## src/rtl/mamt_pkg.sv

```systemverilog
// Shared types and constants of the alarm match table.
package mamt_pkg;

    localparam logic [1:0] OP_ADD    = 2'd0;
    localparam logic [1:0] OP_REMOVE = 2'd1;
    localparam logic [1:0] OP_ENABLE = 2'd2;
    localparam logic [1:0] OP_TICK   = 2'd3;

    localparam logic [1:0] ST_OK           = 2'd0;
    localparam logic [1:0] ST_FULL         = 2'd1;
    localparam logic [1:0] ST_NOT_FOUND    = 2'd2;
    localparam logic [1:0] ST_TIME_INVALID = 2'd3;

    localparam logic signed [12:0] YEAR_MIN = 13'sd2024;
    localparam logic [12:0] YEAR_NONE  = 13'h1FFF;
    localparam logic [4:0]  MONTH_NONE = 5'h1F;
    localparam logic [5:0]  DAY_NONE   = 6'h3F;
    localparam logic [11:0] NO_TIME    = 12'hFFF;
    localparam logic [15:0] FIRST_ID   = 16'd1;

    typedef struct packed {
        logic [15:0] id;
        logic [5:0]  day;
        logic [4:0]  month;
        logic [12:0] year;
        logic [6:0]  day_mask;
        logic [5:0]  minute;
        logic [4:0]  hour;
    } entry_t;

endpackage

```

## src/rtl/mamt_entry_ram.sv

```systemverilog
// Alarm entry storage: one write port, one registered read port.
module mamt_entry_ram #(
    parameter int DEPTH  = 16,
    parameter int ADDR_W = 4
) (
    input  logic               aclk,
    input  logic               wr_en,
    input  logic [ADDR_W-1:0]  wr_addr,
    input  mamt_pkg::entry_t   wr_data,
    input  logic               rd_en,
    input  logic [ADDR_W-1:0]  rd_addr,
    output mamt_pkg::entry_t   rd_data
);
    import mamt_pkg::*;

    entry_t mem [DEPTH];
    entry_t rd_data_reg;

    always_ff @(posedge aclk) begin
        if (wr_en) begin
            mem[wr_addr] <= wr_data;
        end
    end

    always_ff @(posedge aclk) begin
        if (rd_en) begin
            rd_data_reg <= mem[rd_addr];
        end
    end

    assign rd_data = rd_data_reg;

endmodule

```

## src/rtl/multi_alarm_match_table_unit.sv

```systemverilog
// Alarm match table: add, remove, enable and time tick over a slot memory.
// A request is held through the scan and completion states before its result is registered;
// no new request is accepted until the table is idle again, as the scan reads every slot
// of the entry memory through its single read port.
// Reset (synchronous, active low) empties the table at once via valid bits,
// sets the next id to 1 and forgets the last ringing time; no clearing pass.
module multi_alarm_match_table_unit #(
    parameter int ALARM_SLOTS = 16
) (
    input  logic                aclk,
    input  logic                aresetn,
    input  logic                s_valid,
    output logic                s_ready,
    input  logic [1:0]          s_op,
    input  logic [4:0]          s_hour,
    input  logic [5:0]          s_minute,
    input  logic signed [12:0]  s_year,
    input  logic signed [4:0]   s_month,
    input  logic signed [5:0]   s_day,
    input  logic [2:0]          s_weekday,
    input  logic [6:0]          s_day_mask,
    input  logic [15:0]         s_alarm_id,
    input  logic                s_enable_value,
    output logic                m_valid,
    input  logic                m_ready,
    output logic [1:0]          m_status,
    output logic [15:0]         m_assigned_id,
    output logic                m_ring,
    output logic [4:0]          m_ring_count,
    output logic [4:0]          m_entries_used
);
    import mamt_pkg::*;

    localparam int IDX_W = (ALARM_SLOTS > 1) ? $clog2(ALARM_SLOTS) : 1;
    localparam int CNT_W = $clog2(ALARM_SLOTS + 1);
    localparam logic [IDX_W-1:0] LAST_IDX = IDX_W'(ALARM_SLOTS - 1);

    localparam logic [1:0] S_IDLE = 2'd0;
    localparam logic [1:0] S_SCAN = 2'd1;
    localparam logic [1:0] S_DONE = 2'd2;

    function automatic logic [4:0] sat5(input logic [CNT_W-1:0] v);
        logic [31:0] w;
        w = 32'(v);
        return (w > 32'd31) ? 5'd31 : w[4:0];
    endfunction

    logic [1:0]              state_reg, state_next;
    logic [ALARM_SLOTS-1:0]  valid_reg;
    logic [ALARM_SLOTS-1:0]  enabled_reg;
    logic [15:0]             next_id_reg;
    logic [11:0]             last_rang_reg;
    logic [CNT_W-1:0]        used_reg, used_next;

    logic [1:0]              req_op_reg;
    logic [4:0]              req_hour_reg;
    logic [5:0]              req_minute_reg;
    logic signed [12:0]      req_year_reg;
    logic signed [4:0]       req_month_reg;
    logic signed [5:0]       req_day_reg;
    logic [2:0]              req_weekday_reg;
    logic [6:0]              req_mask_reg;
    logic [15:0]             req_id_reg;
    logic                    req_en_reg;

    logic [IDX_W-1:0]        issue_idx_reg;
    logic                    issue_on_reg;
    logic                    proc_valid_reg;
    logic [IDX_W-1:0]        proc_idx_reg;
    logic                    found_reg;
    logic [IDX_W-1:0]        slot_reg;
    logic [CNT_W-1:0]        ring_cnt_reg;

    logic                    m_valid_reg;
    logic [1:0]              m_status_reg;
    logic [15:0]             m_assigned_reg;
    logic                    m_ring_reg;
    logic [4:0]              m_ring_count_reg;
    logic [4:0]              m_used_reg;

    logic       rd_en;
    entry_t     rd_data;
    logic       wr_en;
    entry_t     wr_data;
    logic       out_free;
    logic       accept;
    logic       year_ok;
    logic       tick_ok;
    logic [11:0] now;
    logic       cur_valid;
    logic       cur_enabled;
    logic       time_match;
    logic       dated;
    logic       date_match;
    logic [6:0] mask_sh;
    logic       hit;
    logic [1:0] status_c;

    mamt_entry_ram #(
        .DEPTH  (ALARM_SLOTS),
        .ADDR_W (IDX_W)
    ) u_ram (
        .aclk    (aclk),
        .wr_en   (wr_en),
        .wr_addr (slot_reg),
        .wr_data (wr_data),
        .rd_en   (rd_en),
        .rd_addr (issue_idx_reg),
        .rd_data (rd_data)
    );

    assign s_ready  = (state_reg == S_IDLE);
    assign accept   = s_valid && s_ready;
    assign out_free = !m_valid_reg || m_ready;
    assign rd_en    = (state_reg == S_SCAN) && issue_on_reg;

    assign now     = {1'b0, req_hour_reg, req_minute_reg};
    assign year_ok = !req_year_reg[12] && (req_year_reg >= YEAR_MIN);
    assign tick_ok = year_ok && (now != last_rang_reg);

    assign cur_valid   = valid_reg[proc_idx_reg];
    assign cur_enabled = enabled_reg[proc_idx_reg];
    assign time_match  = (rd_data.hour == req_hour_reg) && (rd_data.minute == req_minute_reg);
    assign dated       = (rd_data.year != YEAR_NONE) && (rd_data.month != MONTH_NONE)
                         && (rd_data.day != DAY_NONE);
    assign date_match  = (rd_data.year == $unsigned(req_year_reg))
                         && (rd_data.month == $unsigned(req_month_reg))
                         && (rd_data.day == $unsigned(req_day_reg));
    assign mask_sh     = rd_data.day_mask >> req_weekday_reg;
    assign hit         = cur_valid && cur_enabled && time_match
                         && (dated ? date_match : mask_sh[0]);

    assign wr_en = (state_reg == S_DONE) && out_free && (req_op_reg == OP_ADD) && found_reg;

    always_comb begin
        wr_data.id       = next_id_reg;
        wr_data.day      = $unsigned(req_day_reg);
        wr_data.month    = $unsigned(req_month_reg);
        wr_data.year     = $unsigned(req_year_reg);
        wr_data.day_mask = req_mask_reg;
        wr_data.minute   = req_minute_reg;
        wr_data.hour     = req_hour_reg;
    end

    always_comb begin
        used_next = used_reg;
        status_c  = ST_OK;
        case (req_op_reg)
            OP_ADD: begin
                if (found_reg) begin
                    used_next = used_reg + CNT_W'(1);
                end else begin
                    status_c = ST_FULL;
                end
            end
            OP_REMOVE: begin
                if (found_reg) begin
                    used_next = used_reg - CNT_W'(1);
                end else begin
                    status_c = ST_NOT_FOUND;
                end
            end
            OP_ENABLE: begin
                if (!found_reg) begin
                    status_c = ST_NOT_FOUND;
                end
            end
            default: begin
                if (!year_ok) begin
                    status_c = ST_TIME_INVALID;
                end
            end
        endcase
    end

    always_comb begin
        state_next = state_reg;
        case (state_reg)
            S_IDLE: begin
                if (accept) begin
                    state_next = S_SCAN;
                end
            end
            S_SCAN: begin
                if (!issue_on_reg && proc_valid_reg) begin
                    state_next = S_DONE;
                end
            end
            S_DONE: begin
                if (out_free) begin
                    state_next = S_IDLE;
                end
            end
            default: state_next = S_IDLE;
        endcase
    end

    // request hold
    always_ff @(posedge aclk) begin
        if (accept) begin
            req_op_reg      <= s_op;
            req_hour_reg    <= s_hour;
            req_minute_reg  <= s_minute;
            req_year_reg    <= s_year;
            req_month_reg   <= s_month;
            req_day_reg     <= s_day;
            req_weekday_reg <= s_weekday;
            req_mask_reg    <= s_day_mask;
            req_id_reg      <= s_alarm_id;
            req_en_reg      <= s_enable_value;
        end
    end

    // scan control and table state
    always_ff @(posedge aclk) begin
        if (!aresetn) begin
            state_reg      <= S_IDLE;
            valid_reg      <= '0;
            enabled_reg    <= '0;
            next_id_reg    <= FIRST_ID;
            last_rang_reg  <= NO_TIME;
            used_reg       <= '0;
            issue_idx_reg  <= '0;
            issue_on_reg   <= 1'b0;
            proc_valid_reg <= 1'b0;
            proc_idx_reg   <= '0;
            found_reg      <= 1'b0;
            slot_reg       <= '0;
            ring_cnt_reg   <= '0;
        end else begin
            state_reg <= state_next;
            case (state_reg)
                S_IDLE: begin
                    if (accept) begin
                        issue_idx_reg  <= '0;
                        issue_on_reg   <= 1'b1;
                        proc_valid_reg <= 1'b0;
                        found_reg      <= 1'b0;
                        ring_cnt_reg   <= '0;
                    end
                end
                S_SCAN: begin
                    proc_valid_reg <= issue_on_reg;
                    proc_idx_reg   <= issue_idx_reg;
                    if (issue_on_reg) begin
                        if (issue_idx_reg == LAST_IDX) begin
                            issue_on_reg <= 1'b0;
                        end else begin
                            issue_idx_reg <= issue_idx_reg + IDX_W'(1);
                        end
                    end
                    if (proc_valid_reg) begin
                        case (req_op_reg)
                            OP_ADD: begin
                                if (!found_reg && !cur_valid) begin
                                    found_reg <= 1'b1;
                                    slot_reg  <= proc_idx_reg;
                                end
                            end
                            OP_REMOVE, OP_ENABLE: begin
                                if (!found_reg && cur_valid && (rd_data.id == req_id_reg)) begin
                                    found_reg <= 1'b1;
                                    slot_reg  <= proc_idx_reg;
                                end
                            end
                            default: begin
                                if (tick_ok && hit) begin
                                    ring_cnt_reg <= ring_cnt_reg + CNT_W'(1);
                                    if (dated) begin
                                        enabled_reg[proc_idx_reg] <= 1'b0;
                                    end
                                end
                            end
                        endcase
                    end
                end
                S_DONE: begin
                    if (out_free) begin
                        used_reg <= used_next;
                        case (req_op_reg)
                            OP_ADD: begin
                                if (found_reg) begin
                                    valid_reg[slot_reg]   <= 1'b1;
                                    enabled_reg[slot_reg] <= 1'b1;
                                    next_id_reg           <= next_id_reg + 16'd1;
                                end
                            end
                            OP_REMOVE: begin
                                if (found_reg) begin
                                    valid_reg[slot_reg]   <= 1'b0;
                                    enabled_reg[slot_reg] <= 1'b0;
                                end
                            end
                            OP_ENABLE: begin
                                if (found_reg) begin
                                    enabled_reg[slot_reg] <= req_en_reg;
                                end
                            end
                            default: begin
                                if (tick_ok && (ring_cnt_reg != '0)) begin
                                    last_rang_reg <= now;
                                end
                            end
                        endcase
                    end
                end
                default: begin
                    issue_on_reg <= 1'b0;
                end
            endcase
        end
    end

    // result register
    always_ff @(posedge aclk) begin
        if (!aresetn) begin
            m_valid_reg <= 1'b0;
        end else if ((state_reg == S_DONE) && out_free) begin
            m_valid_reg <= 1'b1;
        end else if (m_ready) begin
            m_valid_reg <= 1'b0;
        end
    end

    always_ff @(posedge aclk) begin
        if ((state_reg == S_DONE) && out_free) begin
            m_status_reg     <= status_c;
            m_assigned_reg   <= ((req_op_reg == OP_ADD) && found_reg) ? next_id_reg : 16'd0;
            m_ring_reg       <= (req_op_reg == OP_TICK) && tick_ok && (ring_cnt_reg != '0);
            m_ring_count_reg <= ((req_op_reg == OP_TICK) && tick_ok) ? sat5(ring_cnt_reg) : 5'd0;
            m_used_reg       <= sat5(used_next);
        end
    end

    assign m_valid        = m_valid_reg;
    assign m_status       = m_status_reg;
    assign m_assigned_id  = m_assigned_reg;
    assign m_ring         = m_ring_reg;
    assign m_ring_count   = m_ring_count_reg;
    assign m_entries_used = m_used_reg;

    a_result_after_done: assert property (@(posedge aclk) disable iff (!aresetn)
        $rose(m_valid_reg) |-> $past(state_reg == S_DONE))
        else $error("result raised outside the completion step");

    a_used_bound: assert property (@(posedge aclk) disable iff (!aresetn)
        32'(used_reg) <= ALARM_SLOTS)
        else $error("occupied count exceeds slot count");

    a_no_write_in_scan: assert property (@(posedge aclk) disable iff (!aresetn)
        (state_reg == S_SCAN) |-> !wr_en)
        else $error("entry memory written during scan");

    a_ring_only_ok: assert property (@(posedge aclk) disable iff (!aresetn)
        (m_valid_reg && m_ring_reg) |-> (m_status_reg == ST_OK) && (m_ring_count_reg != 5'd0))
        else $error("ring reported without ok status or count");

endmodule

```

## config.mk

```make
export PLATFORM = sky130hd
export DESIGN_NAME = multi_alarm_match_table_unit
export DESIGN_NICKNAME = d
export VERILOG_FILES = /design/src/rtl/mamt_pkg.sv /design/src/rtl/mamt_entry_ram.sv /design/src/rtl/multi_alarm_match_table_unit.sv
export SDC_FILE = /design/constraint.sdc
export NUM_CORES = 1
export LEC_CHECK = 0
export ABC_AREA = 1
export ABC_CLOCK_PERIOD_IN_PS = 12690
export BUFFER_PORTS_ARGS = -buffer_cell sky130_fd_sc_hd__clkbuf_2
export CAP_MARGIN = 30
export CORE_UTILIZATION = 35
export DETAILED_ROUTE_END_ITERATION = 10
export SETUP_SLACK_MARGIN = 0.3
export SLEW_MARGIN = 25
export SYNTH_ARGS = -nofsm -noshare
export SYNTH_HDL_FRONTEND = slang
export SYNTH_HIERARCHICAL = 1
export SYNTH_SLANG_ARGS = --single-unit
```

## constraint.sdc

```tcl
create_clock -name aclk -period 12.69 [get_ports aclk]
set_clock_uncertainty 0.1 [all_clocks]
set_input_delay 0.6345 -clock aclk [delete_from_list [all_inputs] [get_ports aclk]]
set_output_delay 0.6345 -clock aclk [all_outputs]
set_load 0.01 [all_outputs]
```

==> impl_metrics.prom <==
# TYPE chip_impl_metric gauge
chip_impl_metric{name="power_density",unit="mW/mm²"} 146.0
chip_impl_info{name="critical_path.reg2reg.startpoint",value="state_reg[1]$_SDFFE_PN0P_"} 1
chip_impl_metric{name="finish.instance_area",unit="mm²"} 0.05746
chip_impl_info{name="clock_tree.root_cell",value="clkbuf_16"} 1
chip_impl_metric{name="design.die.area",unit="mm²"} 0.1467
chip_impl_metric{name="edff_count_synth",unit=""} 1079
chip_impl_metric{name="remaining_drc_errors",unit=""} 4
chip_impl_info{name="worstSetupStartpointType",value="flip-flop"} 1
chip_impl_metric{name="path_clk_slew",unit="ns"} 0.06
chip_impl_info{name="worst_path_max_delay_cell",value="buf_4"} 1
chip_impl_metric{name="final_cell_count_no_fill",unit=""} 7126
chip_impl_metric{name="cts-buffers-inserted",unit=""} 118
chip_impl_metric{name="core",unit="mm²"} 0.1438
chip_impl_info{name="setup_repair_after_global_routing_missed_its_margin",value="no"} 1
chip_impl_metric{name="synth.lib_cells_used.distinct",unit=""} 45
chip_impl_info{name="timing.hold.worst.start",value="s_hour[1]"} 1
chip_impl_metric{name="timing.critical_path.required",unit="ns"} 12.93
chip_impl_metric{name="net_count_after_synthesis",unit=""} 5092
chip_impl_metric{name="final_antenna_net_count",unit=""} 0
chip_impl_metric{name="hold_viol_final",unit=""} 0
chip_impl_metric{name="report.final.setup_viol",unit=""} 0
chip_impl_info{name="holdPathEnd",value="req_hour_reg[1]$_DFFE_PP_"} 1
chip_impl_info{name="failed_checks",value="DRC"} 1
chip_impl_metric{name="post_route_cells_drive_above_1_share",unit="%"} 6.875
chip_impl_metric{name="die_width",unit="µm"} 383.0
chip_impl_metric{name="finalCriticalPeriod",unit="ns"} 4.529
chip_impl_metric{name="final.setup.tns",unit="ns"} 0
chip_impl_metric{name="final-max-slew-violation-count",unit=""} 0
chip_impl_metric{name="start_util",unit="%"} 35.33
chip_impl_metric{name="placed_cells_incl_taps",unit=""} 6839
chip_impl_metric{name="rows",unit=""} 139
chip_impl_metric{name="worstHoldPathCells",unit=""} 1
chip_impl_metric{name="tightestPinTransition",unit="ns"} 1.123
chip_impl_info{name="synth_top_cells_by_area",value="edfxtp_1 (64%), nand2_1 (11%), nand3_1 (7.3%), inv_1 (6.5%), dfxtp_1 (3.5%)"} 1
chip_impl_metric{name="clk_path_buf_depth",unit=""} 3
chip_impl_metric{name="timing.critical_path.arrival",unit="ns"} 4.77
chip_impl_metric{name="yosysTopAreaCellShare",unit="%"} 63.76
chip_impl_metric{name="area_delta_synth_final",unit="%"} 13.07
chip_impl_metric{name="grt_max_degree",unit=""} 213
chip_impl_metric{name="max_clock_freq",unit="MHz"} 220.8
chip_impl_info{name="worst_r2r_dst",value="u_ram/mem[15][22]$_DFFE_PP_"} 1
chip_impl_metric{name="overflow",unit=""} 0
chip_impl_metric{name="drt_pass1_iterations",unit=""} 9
chip_impl_metric{name="seq_area_frac_synth",unit="%"} 67.22
chip_impl_info{name="postSynth.topFlopCell",value="edfxtp_1"} 1
chip_impl_metric{name="gp_congestion",unit=""} 0.8636
chip_impl_metric{name="largest_register_ffs",unit=""} 928
chip_impl_metric{name="critPathBufInv",unit=""} 4
chip_impl_info{name="run_status",value="finished with violations"} 1
chip_impl_metric{name="synthesis.area",unit="mm²"} 0.05082
chip_impl_info{name="layout.cells.most_common_list",value="nand2_1 (1509), edfxtp_1 (1079), inv_1 (878), nand3_1 (743), nor2_1 (191)"} 1
chip_impl_metric{name="multi_input_area",unit="mm²"} 0.01202
chip_impl_metric{name="asyncSetResetFlopFracSynth",unit="%"} 0
chip_impl_metric{name="routed-via-count",unit=""} 33720
chip_impl_metric{name="path_max_fanout",unit=""} 46
chip_impl_metric{name="leakage_power_of_the_design",unit="nW"} 23.81
chip_impl_metric{name="vdd.ir_drop.worst",unit="mV"} 0.1172
chip_impl_info{name="path_class",value="flip-flop to flip-flop"} 1
chip_impl_metric{name="grt_pass1_vias",unit=""} 32308
chip_impl_info{name="cp-end-kind",value="flip-flop"} 1
chip_impl_metric{name="worstRegToRegCells",unit=""} 9
chip_impl_metric{name="totalPowerFinal",unit="mW"} 8.389
chip_impl_info{name="layout_commonest_cell",value="nand2_1"} 1
chip_impl_metric{name="viasPerCell",unit=""} 4.732
chip_impl_metric{name="slew_headroom",unit="%"} 25.16
chip_impl_metric{name="cts_sinks",unit=""} 1167
chip_impl_metric{name="ios",unit=""} 99
chip_impl_metric{name="mean_post_synth_cell_area",unit="µm²"} 10.14
chip_impl_info{name="tritoncts",value="built"} 1
chip_impl_metric{name="final_util",unit="%"} 39.95
chip_impl_metric{name="placed_cell_area",unit="mm²"} 0.05294
chip_impl_metric{name="max_cap_violations",unit=""} 0
chip_impl_metric{name="track_usage",unit="%"} 17.01
chip_impl_info{name="synth_top_cell_by_area",value="edfxtp_1"} 1
chip_impl_metric{name="global_route_wire_length_before_repair",unit="µm"} 193100
chip_impl_info{name="cpLargestDelayFamily",value="simple AND/OR/NAND/NOR gates"} 1
chip_impl_metric{name="worst-path-stages",unit=""} 9
chip_impl_metric{name="cpPeakStageDelay",unit="ns"} 0.77
chip_impl_info{name="min_path_type",value="input port to flip-flop"} 1
chip_impl_metric{name="synthesis.yosys.warnings",unit=""} 6
chip_impl_metric{name="chipHeight",unit="µm"} 383.0
chip_impl_metric{name="clock_insertion_delay_worst_skew",unit="ns"} 0.73
chip_impl_metric{name="num-nets-final",unit=""} 5202
chip_impl_metric{name="postSynthRegisterBits",unit=""} 1167
chip_impl_metric{name="grt_antenna_before_repair",unit=""} 1
chip_impl_info{name="ordered_list_of_cells_on_the_worst_path",value="inv_1 -> nor2_1 -> inv_1 -> nor2_4 -> inv_1 -> nor2_4 -> nand3_1 -> nor2_4 -> buf_4"} 1
chip_impl_metric{name="number_of_drc_markers_in_iteration_0",unit=""} 2745
chip_impl_metric{name="dpl.hpwl",unit="µm"} 68530
chip_impl_metric{name="cts_max_level",unit=""} 3
chip_impl_metric{name="drt_wl_total",unit="µm"} 125500
chip_impl_metric{name="post-route-period-util",unit="%"} 35.69
chip_impl_metric{name="place.port_buffers",unit=""} 98
chip_impl_metric{name="reg2reg_slack",unit="ns"} 8.16
chip_impl_metric{name="regArea",unit="mm²"} 0.03418
chip_impl_metric{name="fill_cells",unit=""} 13661
chip_impl_metric{name="syn-instance-count",unit=""} 5013
chip_impl_metric{name="drt-wirelength-per-cell",unit="µm"} 17.61
power breakdown:
part	internal (mW)	total, mW	switching [mW]
logic	0.199	0.642	0.443
registers	4.25	4.33	0.0845
clock network	1.95	3.41	1.46
total	6.40	8.39	1.99
per-stage QoR:
step	hold slack, ns	setup WS, ns
detailed placement	0.3342	8.021
global placement	0.3291	7.952
global route	0.02751	7.884
CTS	0.001840	8.020
floorplan	0.3196	6.975
finish	0.05500	8.161
logic make-up after synthesis:
| kind of cell | Yosys count | synth area share [%] |
|---|---|---|
| buffers and inverters | 1110 | 9.393 |
| AOI/OAI and AO/OA | 182 | 1.999 |
| xor gates and xnor gates | 24 | 0.4136 |
| DFF | 1167 | 67.22 |
| and+or+nand+nor | 2519 | 20.70 |
| adders and majority gates | 11 | 0.2708 |
how the worst max path moves through the flow:
stage / start / end / slack, ns
after floorplan: m_ready / u_ram/mem[11][0]$_DFFE_PP_ / 6.98
after detailed placement: state_reg[1]$_SDFFE_PN0P_ / u_ram/mem[9][41]$_DFFE_PP_ / 8.02
after global placement: state_reg[1]$_SDFFE_PN0P_ / u_ram/mem[14][50]$_DFFE_PP_ / 7.95
final: state_reg[1]$_SDFFE_PN0P_ / u_ram/mem[15][22]$_DFFE_PP_ / 8.16
after CTS: state_reg[1]$_SDFFE_PN0P_ / u_ram/mem[9][48]$_DFFE_PP_ / 8.02
after global routing: state_reg[1]$_SDFFE_PN0P_ / u_ram/mem[15][18]$_DFFE_PP_ / 7.88
area by class of cell:
| cell class | count | share of cell area [%] |
|---|---|---|
| antenna | 1 | 0.004355 |
| clock buffer | 153 | 5.439 |
| clock inverter | 66 | 1.082 |
| inverter | 888 | 5.859 |
| multi-input combinational | 2736 | 20.91 |
| sequential | 1167 | 59.48 |
| tap | 1903 | 4.144 |
| timing repair buffer | 212 | 3.079 |
layer usage:
layer | track usage (%) | vias up | share of wire [%] | wire, µm
li1 | - | 16446 | - | -
met4 | 4.067 | 0 | 1.8 | 2198
met1 | 23.08 | 16227 | 45 | 56080
met3 | 2.796 | 161 | 5.8 | 7262
met5 | 0 | - | 0 | 0
met2 | 28.31 | 886 | 48 | 59970
synth_stat cells (2+ instances only):
cell type,instances
nand2_1,1509
edfxtp_1,1079
inv_1,880
nand3_1,743
nor2_1,209
buf_2,98
dfxtp_1,88
a21oi_1,76
o21ai_0,68
buf_6,53
nor3_1,38
clkbuf_1,36
buf_4,18
buf_1,16
xor2_1,14
ha_1,11
o211ai_1,11
xnor2_1,10
nand4_1,8
a211oi_1,5
a221oi_1,4
inv_2,4
o21ai_1,4
o221ai_1,4
a31oi_1,2
clkinv_1,2
nand2_2,2
nand3b_1,2
nor4_1,2
o22ai_1,2
what timing repair did:
item | 4_1_cts | 5_1_grt
setup buffers | 0 | 0
resized for setup | 0 | 0
hold buffers | 59 | 0
hold endpoints to repair | 59 | 0
(Power assumes the default switching activity.)
